## src/design/roti_sliding_index_unit_defines.svh

```systemverilog
// ----------------------------------------------------------------------------
// ROTI sliding index unit: assertion macros
// Shared concurrent assertion forms, clocked on clk and held off in reset.
// ----------------------------------------------------------------------------
`ifndef ROTI_SLIDING_INDEX_UNIT_DEFINES_SVH
`define ROTI_SLIDING_INDEX_UNIT_DEFINES_SVH

// Same-cycle implication.
`define ROTI_ASSERT_IMPL(lbl, ante, cons, msg) \
  lbl: assert property (@(posedge clk) disable iff (!rst_n) (ante) |-> (cons)) \
    else $error(msg);

// Next-cycle implication.
`define ROTI_ASSERT_NEXT(lbl, ante, cons, msg) \
  lbl: assert property (@(posedge clk) disable iff (!rst_n) (ante) |=> (cons)) \
    else $error(msg);

`endif

```

## src/design/roti_pkg.sv

```systemverilog
// ----------------------------------------------------------------------------
// ROTI package
// Widths, reset values, register codes and the root unit's control types.
// ----------------------------------------------------------------------------
`timescale 1ns / 1ps

package roti_pkg;

  localparam int DEF_MAX_SATS   = 64;
  localparam int DEF_MAX_WINDOW = 32;

  localparam int SLOT_W   = 6;
  localparam int PHASE_W  = 48;
  localparam int CFG_W    = 32;
  localparam int CFG_IDX_W = 2;
  localparam int WLEN_W   = 6;
  localparam int ROT_W    = 24;
  localparam int ROTI_W   = 23;
  localparam int DIVISOR_W = 9;
  localparam int RADICAND_W = 64;

  localparam logic [CFG_W-1:0]        WL_A_RESET      = 32'd817305097;
  localparam logic [CFG_W-1:0]        WL_B_RESET      = 32'd1048874879;
  localparam logic signed [CFG_W-1:0] ROT_SCALE_RESET = -32'sd1247770;
  localparam logic [WLEN_W-1:0]       WLEN_RESET      = 6'd10;
  localparam logic [ROTI_W-1:0]       ROTI_CAP        = 23'h7FFFFF;

  typedef enum logic [CFG_IDX_W-1:0] {
    CFG_WAVELENGTH_A,
    CFG_WAVELENGTH_B,
    CFG_ROT_SCALE,
    CFG_WINDOW_LENGTH
  } cfg_index_t;

  typedef struct packed {
    logic                 go;
    logic [DIVISOR_W-1:0] divisor;
  } sq_req_t;

  typedef struct packed {
    logic busy;
    logic done;
  } sq_stat_t;

endpackage

```

## src/design/roti_isqrt_div.sv

```systemverilog
// ----------------------------------------------------------------------------
// ROTI root and divide unit
// Integer square root one bit per cycle, then restoring division of the root
// by the window length one bit per cycle, saturated to the ROTI range.
// ----------------------------------------------------------------------------
`timescale 1ns / 1ps

module roti_isqrt_div (
  input  logic                              clk,
  input  logic                              rst_n,
  input  roti_pkg::sq_req_t                 req,
  input  logic [roti_pkg::RADICAND_W-1:0]   radicand,
  output roti_pkg::sq_stat_t                stat,
  output logic [roti_pkg::ROTI_W-1:0]       roti
);
  import roti_pkg::*;

  typedef enum logic [1:0] {SQ_IDLE, SQ_ROOT, SQ_DIV} sq_state_t;

  sq_state_t              state_r;
  logic [4:0]             cnt_r;
  logic [63:0]            rem_r;
  logic [63:0]            root_r;
  logic [63:0]            bit_r;
  logic [DIVISOR_W-1:0]   divisor_r;
  logic [DIVISOR_W-1:0]   dr_r;
  logic [31:0]            quo_r;
  logic                   done_r;
  logic [ROTI_W-1:0]      roti_r;

  logic [63:0]            trial;
  logic                   root_ge;
  logic [DIVISOR_W:0]     dtrial;
  logic                   div_ge;
  logic [31:0]            quo_fin;

  assign trial   = root_r + bit_r;
  assign root_ge = rem_r >= trial;
  assign dtrial  = {dr_r, root_r[31]};
  assign div_ge  = dtrial >= {1'b0, divisor_r};
  assign quo_fin = {quo_r[30:0], div_ge};

  always_ff @(posedge clk) begin
    if (!rst_n) begin
      state_r <= SQ_IDLE;
      cnt_r   <= '0;
      done_r  <= 1'b0;
    end else begin
      done_r <= (state_r == SQ_DIV) && (cnt_r == 5'd31);
      case (state_r)
        SQ_IDLE: begin
          if (req.go) begin
            rem_r     <= radicand;
            root_r    <= '0;
            bit_r     <= 64'h4000_0000_0000_0000;
            divisor_r <= req.divisor;
            dr_r      <= '0;
            quo_r     <= '0;
            cnt_r     <= '0;
            state_r   <= SQ_ROOT;
          end
        end
        SQ_ROOT: begin
          if (root_ge) begin
            rem_r  <= rem_r - trial;
            root_r <= (root_r >> 1) + bit_r;
          end else begin
            root_r <= root_r >> 1;
          end
          bit_r <= bit_r >> 2;
          cnt_r <= cnt_r + 5'd1;
          if (cnt_r == 5'd31) begin
            state_r <= SQ_DIV;
          end
        end
        SQ_DIV: begin
          // The root is below 2^32; its bits are shifted out of bit 31.
          dr_r   <= div_ge ? DIVISOR_W'(dtrial - {1'b0, divisor_r}) : DIVISOR_W'(dtrial);
          quo_r  <= quo_fin;
          root_r <= root_r << 1;
          cnt_r  <= cnt_r + 5'd1;
          if (cnt_r == 5'd31) begin
            roti_r  <= (quo_fin > 32'(ROTI_CAP)) ? ROTI_CAP : quo_fin[ROTI_W-1:0];
            state_r <= SQ_IDLE;
          end
        end
        default: state_r <= SQ_IDLE;
      endcase
    end
  end

  assign stat.busy = (state_r != SQ_IDLE);
  assign stat.done = done_r;
  assign roti      = roti_r;

endmodule

```

## config.mk

```make
export PLATFORM = sky130hd
export DESIGN_NAME = roti_isqrt_div
export DESIGN_NICKNAME = d
export VERILOG_FILES = /design/src/design/roti_sliding_index_unit_defines.svh /design/src/design/roti_pkg.sv /design/src/design/roti_isqrt_div.sv
export SDC_FILE = /design/constraint.sdc
export NUM_CORES = 1
export LEC_CHECK = 0
export ABC_AREA = 1
export BUFFER_PORTS_ARGS = -buffer_cell sky130_fd_sc_hd__buf_2
export CAP_MARGIN = 20
export CORE_ASPECT_RATIO = 1.1
export CORE_MARGIN = 3
export CORE_UTILIZATION = 55
export CTS_BUF_LIST = sky130_fd_sc_hd__clkbuf_4 sky130_fd_sc_hd__clkbuf_8
export CTS_CLUSTER_DIAMETER = 100
export CTS_CLUSTER_SIZE = 40
export DETAILED_ROUTE_END_ITERATION = 12
export PLACE_DENSITY = 0.72
export SLEW_MARGIN = 20
export SYNTH_ARGS = -nofsm -noshare
export SYNTH_HDL_FRONTEND = slang
export SYNTH_SLANG_ARGS = --single-unit
```

## constraint.sdc

```tcl
create_clock -name clk -period 6.45 [get_ports clk]
set_input_delay 0.9675 -clock clk [delete_from_list [all_inputs] [get_ports clk]]
set_output_delay 0.9675 -clock clk [all_outputs]
set_load 0.02 [all_outputs]
```

After elaboration in Yosys (flattened, before gate mapping)
Cells that the tools add are included.
Storage, ports and cells
  register bits: 272
  memories: 0
  ROM bits: 0
  latch bits: 0
  bits in writable memories: 0
  logic and storage cells: 60
  input port bits: 76
Operators by class
  divide/modulo/power cells: 0
  reductions and logical operators: 16
  multipliers: 0
  add/sub/neg operators: 5
  bitwise operators: 0
  shift-type cells: 0
  muxes and demuxes: 19
  equality and inequality tests: 7
  magnitude comparators: 3
Operators by type and width (count)
  2-to-1 mux 64 bit: 5
  case mux 64 bit (2 select lines): 2
  case mux 64 bit (3 select lines): 1
  adder 63 x 64 -> 64 bit: 1
  adder 64 bit: 1
  >= comparator 64 bit: 1
  subtractor 64 bit: 1
  case mux 31 bit (2 select lines): 1
  greater-than comparator 32 x 23 -> 1 bit, second input constant: 1
  2-to-1 mux 31 bit: 1
  2-to-1 mux 9 bit: 2
  case mux 9 bit (2 select lines): 1
  AND reduction 3 bit: 6
  >= comparator 10 x 9 -> 1 bit: 1
  case mux 5 bit (2 select lines): 1
  subtractor 9 bit: 1
  nonzero test 2 bit: 4
  2-to-1 mux 2 bit: 3
  != test 2 bit, second input constant: 3
  case mux 2 bit (3 select lines): 1
  adder 5 x 1 -> 5 bit, second input constant: 1
  == test 5 bit, second input constant: 1
  2-to-1 mux 5 bit: 1
  AND reduction 4 bit: 1
  other kinds (8): 8

Longest topological paths before layout
  depth after elaboration: 4
  depth in mapped cells: 31
  gate-level depth less buffers: 29

Worst setup path before layout
Ideal clock, no wire load.
  path kind: input port to flip-flop
  from: input rst_n
  to: register rem_r[0], enable pin
  stages: 4
  path buffers: 0
  data required time: 6.032 ns
  arrival: 5.367 ns
  library setup time: 0.418 ns
  setup slack: 0.665 ns
  cells stage by stage: clkinv_1 -> a211oi_1 -> o21ai_0 -> inv_1
On the way
  longest elaborated chain between the ends: 1
RTL lines
  from (decl): line roti_isqrt_div.sv:10  | input logic rst_n,
  AND reduction 4 bit (no line)
  to (signal assigned): line roti_isqrt_div.sv:53  | rem_r <= radicand;
  to (signal assigned): line roti_isqrt_div.sv:65  | rem_r <= rem_r - trial;
  to (decl): line roti_isqrt_div.sv:22  | logic [63:0] rem_r;
Every way passes these cells.
A chain may end at the register's enable or synchronous reset.

Worst setup path after layout
  from: register root_r[6]
  to: register root_r[58] (data pin)
On the way
  longest elaborated chain between the ends: 4
  elaborated cells between the ends (all ways): 5
  classes of those cells: 2 x add/sub; 1 x order compare; 2 x mux
RTL lines
  from (decl): line roti_isqrt_div.sv:23  | logic [63:0] root_r;
  from (signal assigned): line roti_isqrt_div.sv:66  | root_r <= (root_r >> 1) + bit_r;
  from (signal assigned): line roti_isqrt_div.sv:68  | root_r <= root_r >> 1;
  from (signal assigned): line roti_isqrt_div.sv:80  | root_r <= root_r << 1;
  adder 64 bit: line roti_isqrt_div.sv:37  | assign trial = root_r + bit_r;
  >= comparator 64 bit: line roti_isqrt_div.sv:38  | assign root_ge = rem_r >= trial;
  2-to-1 mux 64 bit *: line roti_isqrt_div.sv:64  | if (root_ge) begin
  case mux 64 bit (3 select lines) *: line roti_isqrt_div.sv:50  | case (state_r)
Mark *: on every way between the ends. The rest lies on a longest branch, timed or not.

==> impl_metrics.csv <==
group,metric,value,unit
outcome,status,"complete, no violations",
timing,min_period,5.75,ns
layout,layout_common_cells,"nand2_1 (1218), inv_1 (588), nor2_1 (448), nand3_1 (265), edfxtp_1 (232)",
layout,insertedDiodeCount,0,
grt,antenna_found_initial,0,
grt,grt_overflow_total,0,
routing,drt_iter0_drc,2246,
pwr,power.leakage,0.0121,µW
clock_network,h-tree-depth,1,
logic_synthesis,avgSynthCellArea,6.33,µm²
routing,routed_wl,81200,µm
clock_network,path_clk_slew,0.21,ns
layout,multi_input_area,0.0143,mm²
critical_path,arrival,6.28,ns
timing,maxSlewViolCount,0,
clock_network,cts_tree,"yes",
layout,final_nets,4061,
floorplanning,io-pin-count,101,
floorplanning,core,0.0428,mm²
logic_synthesis,synth_nets,4029,
timing,fin_ws,0.696,ns
layout,drive_gt1_share,4.63,%
layout,fin_util,59.5,%
routing,via_per_inst,5.66,
placement,dp_hpwl,65800,µm
layout,syn2layout_area_growth,5.68,%
critical_path,slowest_delay,0.62,ns
grt,grt_use_met2,55.6,%
floorplanning,die_height,226,µm
clock_network,cts-hold-fix-buffers,0,
placement,pre_cts_slack,0.854,ns
clock_network,cts_buffers,14,
critical_path,crit_path_start_kind,"flop",
grt,grt_first_pass_wirelength,126000,µm
grt,met3_usage,2.85,%
timing,rsz0062_at_grt,"no",
placement,gp_congestion,1.04,
timing,max_slew_margin,35.1,%
timing,max_clock_freq,174,MHz
timing,hold_viol,0,
routing,drcViolationCount,0,
placement,io_buffers,100,
routing,vias,24963,
critical_path,crit_top_cell,"nand2_1",
clock_network,clockBufferDepth,3,
grt,track_usage,34.6,%
floorplanning,die_w,206,µm
critical_path,end_kind,"flop",
layout,n_fill_cell,4370,
timing,hold_ws,0.481,ns
critical_path,critPathTopFamily,"simple AND/OR/NAND/NOR gates",
floorplanning,rows,79,
job,maxCapViolCount,0,
grt,gr-usage-met1,47.4,%
critical_path,critPathKind,"reg -> reg",
logic_synthesis,yosysUniqueCellTypes,49,
timing,setup_viol_count_final,0,
routing,wire_per_inst,18.4,µm
critical_path,cp.required,6.98,ns
timing,period_share,89.2,%
clock_network,cts_resized,0,
pwr,peakVddDrop,0.000431,V
logic_synthesis,synth_area,0.0241,mm²
routing,dr.pass1.iters,5,
clock_network,cts_setup_buffers,0,
timing,finClkSkew,0.0737,ns
clock_network,cts_sinks,240,
grt,grt_pass1_vias,23499,
clock_network,cts_root_buf,"clkbuf_8",
pwr,powerDensity,456,mW/mm²
timing,final.setup.tns,0,ns
layout,seqCellArea,0.00713,mm²
logic_synthesis,synthCells,3807,
min_path,hold_path.class,"in -> reg",
critical_path,slowest_stage,"o21ai_0",
logic_synthesis,synth_seq_area_share,29.6,%
floorplanning,dieArea,0.0464,mm²
routing,antenna_left,0,
clock_network,clock_latency,0.64,ns
logic_synthesis,synth-seq-cells,240,
timing,worstMarginPinSlew,0.974,ns
critical_path,crit_path_max_fanout,46,
layout,final_common_cell,"nand2_1",
logic_synthesis,synth-edff-count,232,
floorplanning,initial_utilization,56.3,%
critical_path,critPathBufInv,3,
grt,top_usage_layer,"met2",
logic_synthesis,synthFlopType,"edfxtp_1",
logic_synthesis,synth_warnings,0,
grt,grt_max_degree,88,
logic_synthesis,async_reset_ff_share,0,%
==> cells by family after synthesis <==
group	count (synthesis)	synth area share (%)
and+or+nand+nor	2126	36.6
buffers and inverters	702	11.3
DFF	240	29.6
xor gates and xnor gates	120	4.36
AOI/OAI and AO/OA	473	10.6
adders and majority gates	146	7.64
==> routing by layer <==
metal,up-vias,part of all wire (%)
met4,0,5.7
met3,227,7.4
met1,11410,42
met2,1029,45
li1,12297,-
met5,-,0
==> final timing paths <==
path / startpoint / endpoint / slack, ns / cells after the start
setup / recovery: root_r[6]$_DFFE_PP_ / root_r[58]$_DFFE_PP_ / 0.70 / 25
hold / removal: req[7] / divisor_r[7]$_DFFE_PP_ / 0.48 / 1
hold reg to reg: cnt_r[4]$_SDFFE_PN0P_ / cnt_r[4]$_SDFFE_PN0P_ / 0.49 / 2
setup reg to reg: root_r[6]$_DFFE_PP_ / root_r[58]$_DFFE_PP_ / 0.70 / 25
==> stage by stage <==
| stage | total power, µW | area [µm²] | cells |
|---|---|---|---|
| floorplan | 8270 | 24100 | 3807 |
| global placement | 10500 | 25000 | 4390 |
| detailed placement | 10500 | 25100 | 4390 |
| CTS | 11400 | 25500 | 4414 |
| global route | 12600 | 25500 | 4414 |
| finish | 11600 | 25500 | 4414 |
==> synthesized netlist by cell type (24+ instances only) <==
library cell / instances / share of area [%]
nand3_1: 265 / 5.5
edfxtp_1: 232 / 29
nand3b_1: 39 / 1.2
nand2_1: 1218 / 19
clkbuf_1: 53 / 0.83
a21oi_1: 207 / 4.3
nand4_1: 75 / 1.9
o21bai_1: 24 / 0.75
inv_1: 589 / 9.2
xnor2_1: 62 / 2.3
o21ai_0: 180 / 3.7
nor2_1: 450 / 7.0
ha_1: 144 / 7.5
xor2_1: 58 / 2.1
nor3_1: 36 / 0.75
buf_2: 29 / 0.60
==> area by class of cell <==
cell class,instances,share of cell area (%)
Clock inverter,9,0.791
Clock buffer,15,0.811
Timing Repair Buffer,115,2.51
Multi-Input combinational cell,2865,56.2
Sequential cell,240,28.0
Tap cell,567,2.79
Inverter,603,8.89
==> power by group <==
part	leakage [µW]	total, µW	switching [µW]	internal, µW
clock	0.000191	932	649	282
sequential	0.00225	2700	411	2290
combinational	0.00964	7970	5500	2470
==> state kept, by name, indices dropped and copies added, names as in the netlist <==
| signal | flops |
|---|---|
| quo_r | 31 |
| dr_r | 9 |
| roti | 23 |
| root_r | 64 |
| rem_r | 64 |
| divisor_r | 9 |
| cnt_r | 5 |
| done_r | 1 |
| state_r | 2 |
| bit_r | 32 |
No activity file was read; power rests on OpenSTA's default activity.
